[config.mk]
export PLATFORM = sky130hd
export DESIGN_NAME = acpd_divider
export DESIGN_NICKNAME = d
export VERILOG_FILES = /design/src/rtl/core/acpd_pkg.sv /design/src/rtl/core/acpd_divider.sv
export SDC_FILE = /design/constraint.sdc
export NUM_CORES = 1
export LEC_CHECK = 0
export BUFFER_PORTS_ARGS = -buffer_cell sky130_fd_sc_hd__buf_4
export CORE_ASPECT_RATIO = 1.2
export CORE_MARGIN = 2
export CORE_UTILIZATION = 45
export DETAILED_ROUTE_END_ITERATION = 12
export HOLD_SLACK_MARGIN = 0.15
export PLACE_DENSITY = 0.68
export SETUP_SLACK_MARGIN = 0.3
export SLEW_MARGIN = 20
export SYNTH_ARGS = -nofsm -noshare
export SYNTH_HDL_FRONTEND = slang
export SYNTH_SLANG_ARGS = --single-unit
[constraint.sdc]
create_clock -name clk_i -period 2.84 [get_ports clk_i]
set_clock_uncertainty 0.15 [all_clocks]
set_input_delay 0.426 -clock clk_i [delete_from_list [all_inputs] [get_ports clk_i]]
set_output_delay 0.426 -clock clk_i [all_outputs]
set_load 0.1 [all_outputs]
[src/rtl/core/acpd_pkg.sv]
// Shared types and constants for the autocorrelation pitch detector.
// Used by acpd_divider and autocorrelation_pitch_detector; no dependencies.
package acpd_pkg;

  localparam int unsigned MaxSamples  = 1024;
  localparam int unsigned AddrW       = $clog2(MaxSamples);
  localparam int unsigned CountW      = AddrW + 1;
  localparam int unsigned SampleW     = 16;
  localparam int unsigned RateW       = 18;
  localparam int unsigned LimitW      = 15;
  localparam int unsigned FreqW       = 22;
  localparam int unsigned MaxHarmonic = 5;
  localparam int unsigned HarmW       = $clog2(MaxHarmonic + 1);
  localparam int unsigned AccW        = 2 * SampleW + CountW;
  // Divisor is period * harmonic.
  localparam int unsigned DivW        = AddrW + HarmW;
  // Dividend is rate * 32 + divisor.
  localparam int unsigned NumW        = RateW + 6;

  // Configuration register indexes.
  localparam logic [0:0] RegSampleRate = 1'b0;
  localparam logic [0:0] RegHarmLimit  = 1'b1;

  // Controller states, one-hot.
  typedef enum logic [7:0] {
    StLoad  = 8'b0000_0001,
    StMac   = 8'b0000_0010,
    StDrain = 8'b0000_0100,
    StPeak  = 8'b0000_1000,
    StHarm  = 8'b0001_0000,
    StDiv   = 8'b0010_0000,
    StWait  = 8'b0100_0000,
    StOut   = 8'b1000_0000
  } state_e;

  // Request from the controller to the divider.
  typedef struct packed {
    logic            start;
    logic [NumW-1:0] num;
    logic [DivW-1:0] den;
  } div_req_t;

  // Divider status returned to the controller.
  typedef struct packed {
    logic            busy;
    logic [NumW-1:0] quot;
  } div_rsp_t;

endpackage

[src/rtl/core/acpd_divider.sv]
// Restoring divider, one quotient bit per cycle, for the frequency result.
// Depends on acpd_pkg.
module acpd_divider (
  input  logic               clk_i,
  input  logic               rst_ni,
  input  acpd_pkg::div_req_t req_i,
  output acpd_pkg::div_rsp_t rsp_o
);
  import acpd_pkg::*;

  localparam int unsigned StepW = $clog2(NumW + 1);

  logic [NumW-1:0]  quot_q, quot_d;
  logic [DivW:0]    rem_q, rem_d;
  logic [DivW-1:0]  den_q, den_d;
  logic [StepW-1:0] step_q, step_d;
  logic             busy_q, busy_d;
  logic [DivW:0]    trial;

  // One shift-subtract step per cycle, MSB first.
  always_comb begin
    quot_d = quot_q;
    rem_d  = rem_q;
    den_d  = den_q;
    step_d = step_q;
    busy_d = busy_q;
    trial  = {rem_q[DivW-1:0], quot_q[NumW-1]};
    if (req_i.start) begin
      quot_d = req_i.num;
      rem_d  = '0;
      den_d  = req_i.den;
      step_d = StepW'(NumW);
      busy_d = 1'b1;
    end else if (busy_q) begin
      if (trial >= {1'b0, den_q}) begin
        rem_d  = trial - {1'b0, den_q};
        quot_d = {quot_q[NumW-2:0], 1'b1};
      end else begin
        rem_d  = trial;
        quot_d = {quot_q[NumW-2:0], 1'b0};
      end
      step_d = step_q - 1'b1;
      busy_d = (step_q != StepW'(1));
    end
  end

  always_ff @(posedge clk_i or negedge rst_ni) begin
    if (!rst_ni) begin
      busy_q <= 1'b0;
      step_q <= '0;
    end else begin
      busy_q <= busy_d;
      step_q <= step_d;
    end
  end

  always_ff @(posedge clk_i) begin
    quot_q <= quot_d;
    rem_q  <= rem_d;
    den_q  <= den_d;
  end

  assign rsp_o.busy = busy_q;
  assign rsp_o.quot = quot_q;

`ifndef NO_ASSERTIONS
  // When idle the step count is zero; a start makes the divider busy.
  a_step_zero_idle: assert property (@(posedge clk_i) disable iff (!rst_ni)
    !busy_q |-> step_q == '0 || $past(req_i.start)) else $error("divider step count");
  a_busy_after_start: assert property (@(posedge clk_i) disable iff (!rst_ni)
    req_i.start |=> busy_q) else $error("divider did not start");
  a_no_zero_den: assert property (@(posedge clk_i) disable iff (!rst_ni)
    req_i.start |-> req_i.den != '0) else $error("divider zero divisor");
`endif

endmodule

[Word level (Yosys, flattened, before mapping)]
Cells that the tools add are included.
Widths: inputs -> output; s select.
Operators by class
  reduce and logical (&&, ||, !) cells: 1
  add/subtract/negate cells: 2
  eq/ne operators: 1
  muxes and demuxes: 8
  order comparisons: 1
Operators by type and width (count)
  $mux 24: 2
  $ge 14x13->1: 1
  $mux 13: 1
  $sub 13x13->13: 1
  $mux 5: 2
  $ne 5x1->1 const B: 1
  $sub 5x1->5 const B: 1
  $mux 1: 3
  $reduce_bool 2->1: 1
Word-level totals
  register bits: 56
  input bits: 40
  output and inout bits: 25
  word-level logic and storage cells: 18

[Logic depth before layout (Yosys ltp)]
  depth in word-level cells: 4
  mapped depth: 11
  depth with buffers taken out: 10

[Least setup slack after synthesis]
No wires, ideal clock.
  kind: reg-to-reg
  start point: register quot_q[23]
  end point: register rem_q[8]
  path buffers: 1
  setup slack: -0.296 ns
  arrival: 2.898 ns
  setup time: 0.088 ns
  clock period less this slack: 3.136 ns
  data required time: 2.602 ns
  cell stages (with the launch flop): 12
  cell sequence: edfxtp_1 -> inv_1 -> ha_1 -> inv_1 -> fa_1 -> a211oi_1 -> o21ai_1 -> a21oi_1 -> a21o_1 -> buf_2 -> nand3_1 -> a311oi_2
On the way
  cells in the longest elaborated chain, start to end: 2
  elaborated cells between the ends (all ways): 3
  those cells by class: 1 x add/sub; 1 x order compare; 1 x mux
Ends and longest elaborated chain
  start, declared: RTL line acpd_divider.sv:13  | logic [NumW-1:0] quot_q, quot_d;
  start signal, assigned: RTL line acpd_divider.sv:58  | quot_q <= quot_d;
  $sub 13x13->13 or $ge 14x13->1 (tied branches): RTL line acpd_divider.sv:36, acpd_divider.sv:35
  $mux 13 *: RTL line acpd_divider.sv:35  | if (trial >= {1'b0, den_q}) begin
  end signal, assigned: RTL line acpd_divider.sv:59  | rem_q <= rem_d;
  end, declared: RTL line acpd_divider.sv:14  | logic [DivW:0] rem_q, rem_d;
Every way passes the cells marked *; elsewhere a longest branch is shown, timed or not.
A chain may end at the register's enable or synchronous reset.

[Worst setup path in the final report]
  start point: register quot_q[23]
  end point: register quot_q[0], data pin
On the way
  cells in the longest elaborated chain, start to end: 4
Ends and longest elaborated chain
  $ge 14x13->1: RTL line acpd_divider.sv:35
  $mux 1: RTL line acpd_divider.sv:35
  $mux 24: RTL line acpd_divider.sv:34  | end else if (busy_q) begin
  $mux 24: RTL line acpd_divider.sv:28  | if (req_i.start) begin
  net quot_d[0]: RTL line acpd_divider.sv:13
The timed path passes the listed nets, and every way through them passes these cells. The select of a mux whose other input is x is not followed.

==> impl_metrics.ini <==
[global_route]
grt_use_total_pct = 18.2
grt_max_degree = 39
antenna_found_initial = 0
grt_pass1_vias = 2296
grt_pass1_wl_um = 10800
globalRoute.totalOverflow = 0

[worst_setup_path]
worstPathMaxFanout = 4
slowest_delay_ns = 0.41
arrival_ns = 2.43
r2r_slack_ns = 0.33
worstReg2RegEnd = quot_q[0]
cp-end-kind = register
critPathKind = reg -> reg
crit_family = compound AO/OA/AOI/OAI gates
critPathSlowestCell = edfxtp_1
cp-start-kind = register
critical_path_buf_inv_count = 2
rr_worst_depth = 10
r2r-start = quot_q[23]
required_ns = 2.77
crit_chain = inv_1, ha_2, inv_2, fa_2, a211oi_2, o21ai_2, a21oi_2, a21o_1, nand2_2, mux2_2

[drt]
avgRoutedWirePerCell_um = 15.0
drt_iter0_markers = 234
drc = 0
drtAntennaViolNets = 0
drt-total-wl_um = 6590
vias = 2372
dr.pass1.iters = 4
via_per_inst = 5.39

[yosys]
synth_seq_cells = 56
avgSynthCellArea_um2 = 11.4
yosysTopAreaCellShare_pct = 36.4
seq_area_frac_synth_pct = 49.8
ys_types = 50
syn_area_mm2 = 0.00305
syn_nets = 324
synthMuxAreaShare_pct = 9.55
synth_cells = 268
synth_adder_area_share_pct = 6.80
synth-compound-area-share_pct = 14.5
synth_edf_count = 37
synth-simple-area-share_pct = 11.4
synth_top_family_by_area = compound AO/OA/AOI/OAI gates
yosys_warnings = 0
synth_flop_cell = edfxtp_1
synth_area_leaders = edfxtp_1, mux2_2, dfxtp_1
synth-xor-area-share_pct = 3.44
synth_largest_area_cell = edfxtp_1
async_reset_ff_share_pct = 10.7

[worst_hold_path]
hold_path_startpoint = req_i[20]
holdPathEnd = quot_q[7]
hold_class = in -> reg
whs_path_depth = 2

[pwr]
ir_drop_v = 0.000448
comb_power_share_pct = 52.7
p_leak_nw = 1.70
cellPowerDensity_mw_per_mm2 = 846
power_switching_w = 0.00146
switching_share_pct = 42.8
seq_power_share_pct = 34.3
p_int_w = 0.00194
clkPwrFrac_pct = 13.0

[sta]
fmax_mhz = 399
setup_slack_ns = 0.331
worstMarginPinSlew_ns = 0.586
fin_crit_sh_pct = 88.3
finalCriticalPeriod_ns = 2.51
hold_violations = 0
setup-violations-final = 0
rsz0062_at_grt = yes
hold_ws_ns = 0.260
setup_tns_ns = 0
slew_headroom_pct = 60.9
final_max_slew_viol_count = 0

[clock_network]
clk_latency_ns = 0.31
cts_tree = done
htree_levels = 2
cts_buffer_depth = 2
path_clk_slew_ns = 0.11
clockRootBuffer = clkbuf_8
clock_sinks = 56
cts_buffers = 5

[place]
detailed_place_hpwl_um = 4520
dp_worst_setup_slack_ns = 0.184
placed_area_mm2 = 0.00364
gp_congestion = 0.817
io_buffers = 64
dp.cells = 409

[layout]
layout_commonest_cell = buf_4
area_growth_pct = 31.5
final_nets = 410
layout-drive-gt1-share_pct = 38.9
mostFrequentLayoutCells = buf_4, edfxtp_1, mux2_2
n_fill_cell = 551
diodes = 0
fin_cells = 440
final_area_mm2 = 0.00401

[die]
rows = 32
die_h_um = 94.2
core_mm2 = 0.00649
die-area_mm2 = 0.00746
start_util_pct = 47.1
die_w_um = 79.2
ios = 65

[run_status]
outcome = finished, final reports clean

[flow_run]
cap_viol_max_count = 0
-- repair_timing --
| action | 4_1_cts | 5_1_grt |
|---|---|---|
| buffers inserted | 6 | 3 |
| hold endpoints to repair | 19 | 0 |
| pin swaps | 2 | 11 |
| resized for setup | 2 | 12 |
| endpoints found under the setup margin | 12 | 14 |
| hold buffers | 14 | 0 |
-- worst max-delay path by stage --
stage	to	cells past startpoint	slack, ns	start
2_1_floorplan	quot_q[0]	10	-0.12	quot_q[23]
6_report	quot_q[0]	10	0.33	quot_q[23]
5_1_grt	rem_q[4]	11	0.19	quot_q[23]
3_3_place_gp	rem_q[0]	8	0.28	den_q[6]
3_5_place_dp	quot_q[0]	10	0.18	quot_q[23]
4_1_cts	quot_q[0]	10	0.29	quot_q[23]
-- power by group through the flow --
stage / logic (W) / registers (W) / clock network [W]
after floorplan: 0.000996 / 0.00148 / 0
after global placement: 0.00165 / 0.00117 / 0
after detailed placement: 0.00167 / 0.00117 / 0
after CTS: 0.00171 / 0.00116 / 0.000457
after global routing: 0.00195 / 0.00119 / 0.000483
final: 0.00179 / 0.00116 / 0.000441
-- metrics by stage --
stage / util [%] / total power (W)
after floorplan: - / 0.00248
after global placement: 56.2 / 0.00282
after detailed placement: 56.2 / 0.00285
after CTS: 60.6 / 0.00333
after global routing: 61.9 / 0.00362
final: 61.9 / 0.00340
-- per-layer routing --
metal,GRT usage [%],vias to the layer above,share of wire [%]
li1,-,1164,-
met1,24.5,1140,45
met2,29.9,58,50
met3,3.37,10,3.6
met4,5.03,0,1.3
met5,0,-,0
-- worst register-to-register path: cells and delay by family, from the launching register on --
family                   cells  cell delay (ns)
AO/OA/AOI/OAI                4             0.69
multiplexers                 1             0.28
flip-flops                   1             0.41
buffers and inverters        2             0.11
AND/OR/NAND/NOR              1             0.09
adder cells (fa/ha/maj)      2             0.55
-- area by class of cell --
type / count / area (um2) / share of cell area (%)
multi-input combinational: 179 / 1480 / 36.8
timing repair buffer: 93 / 749 / 18.7
inverter: 19 / 71.3 / 1.78
clock inverter: 2 / 16.3 / 0.405
tap: 85 / 106 / 2.65
sequential: 56 / 1520 / 37.9
clock buffer: 6 / 72.6 / 1.81
-- cells in the mapped netlist (all sizes together) (4+ instances only) --
master and n:
a21o 7, a21oi 11, a311oi 11, buf 6, clkbuf 8, dfrtp 6, dfxtp 13, edfxtp 37
ha 15, inv 19, mux2 25, nand2 8, nand3 13, nor2 16, nor2b 4, nor3 4
o21ai 13, xnor2 8, xor2 4
-- flip-flops by register name (all words and copies together) (netlist names) --
register / count
step_q: 5
quot_q: 24
den_q: 13
busy_q: 1
rem_q: 13
-- cells by family (layout without fill, tap and decap cells) --
| family | Yosys count | count (layout) |
|---|---|---|
| AND/OR/NAND/NOR | 66 | 66 |
| AO/OA/AOI/OAI | 59 | 59 |
| multiplexers | 26 | 26 |
| XOR/XNOR | 12 | 12 |
| buffers and inverters | 33 | 120 |
| flip-flops | 56 | 56 |
| adder cells (fa/ha/maj) | 16 | 16 |
No activity file was read; power rests on OpenSTA's default activity.
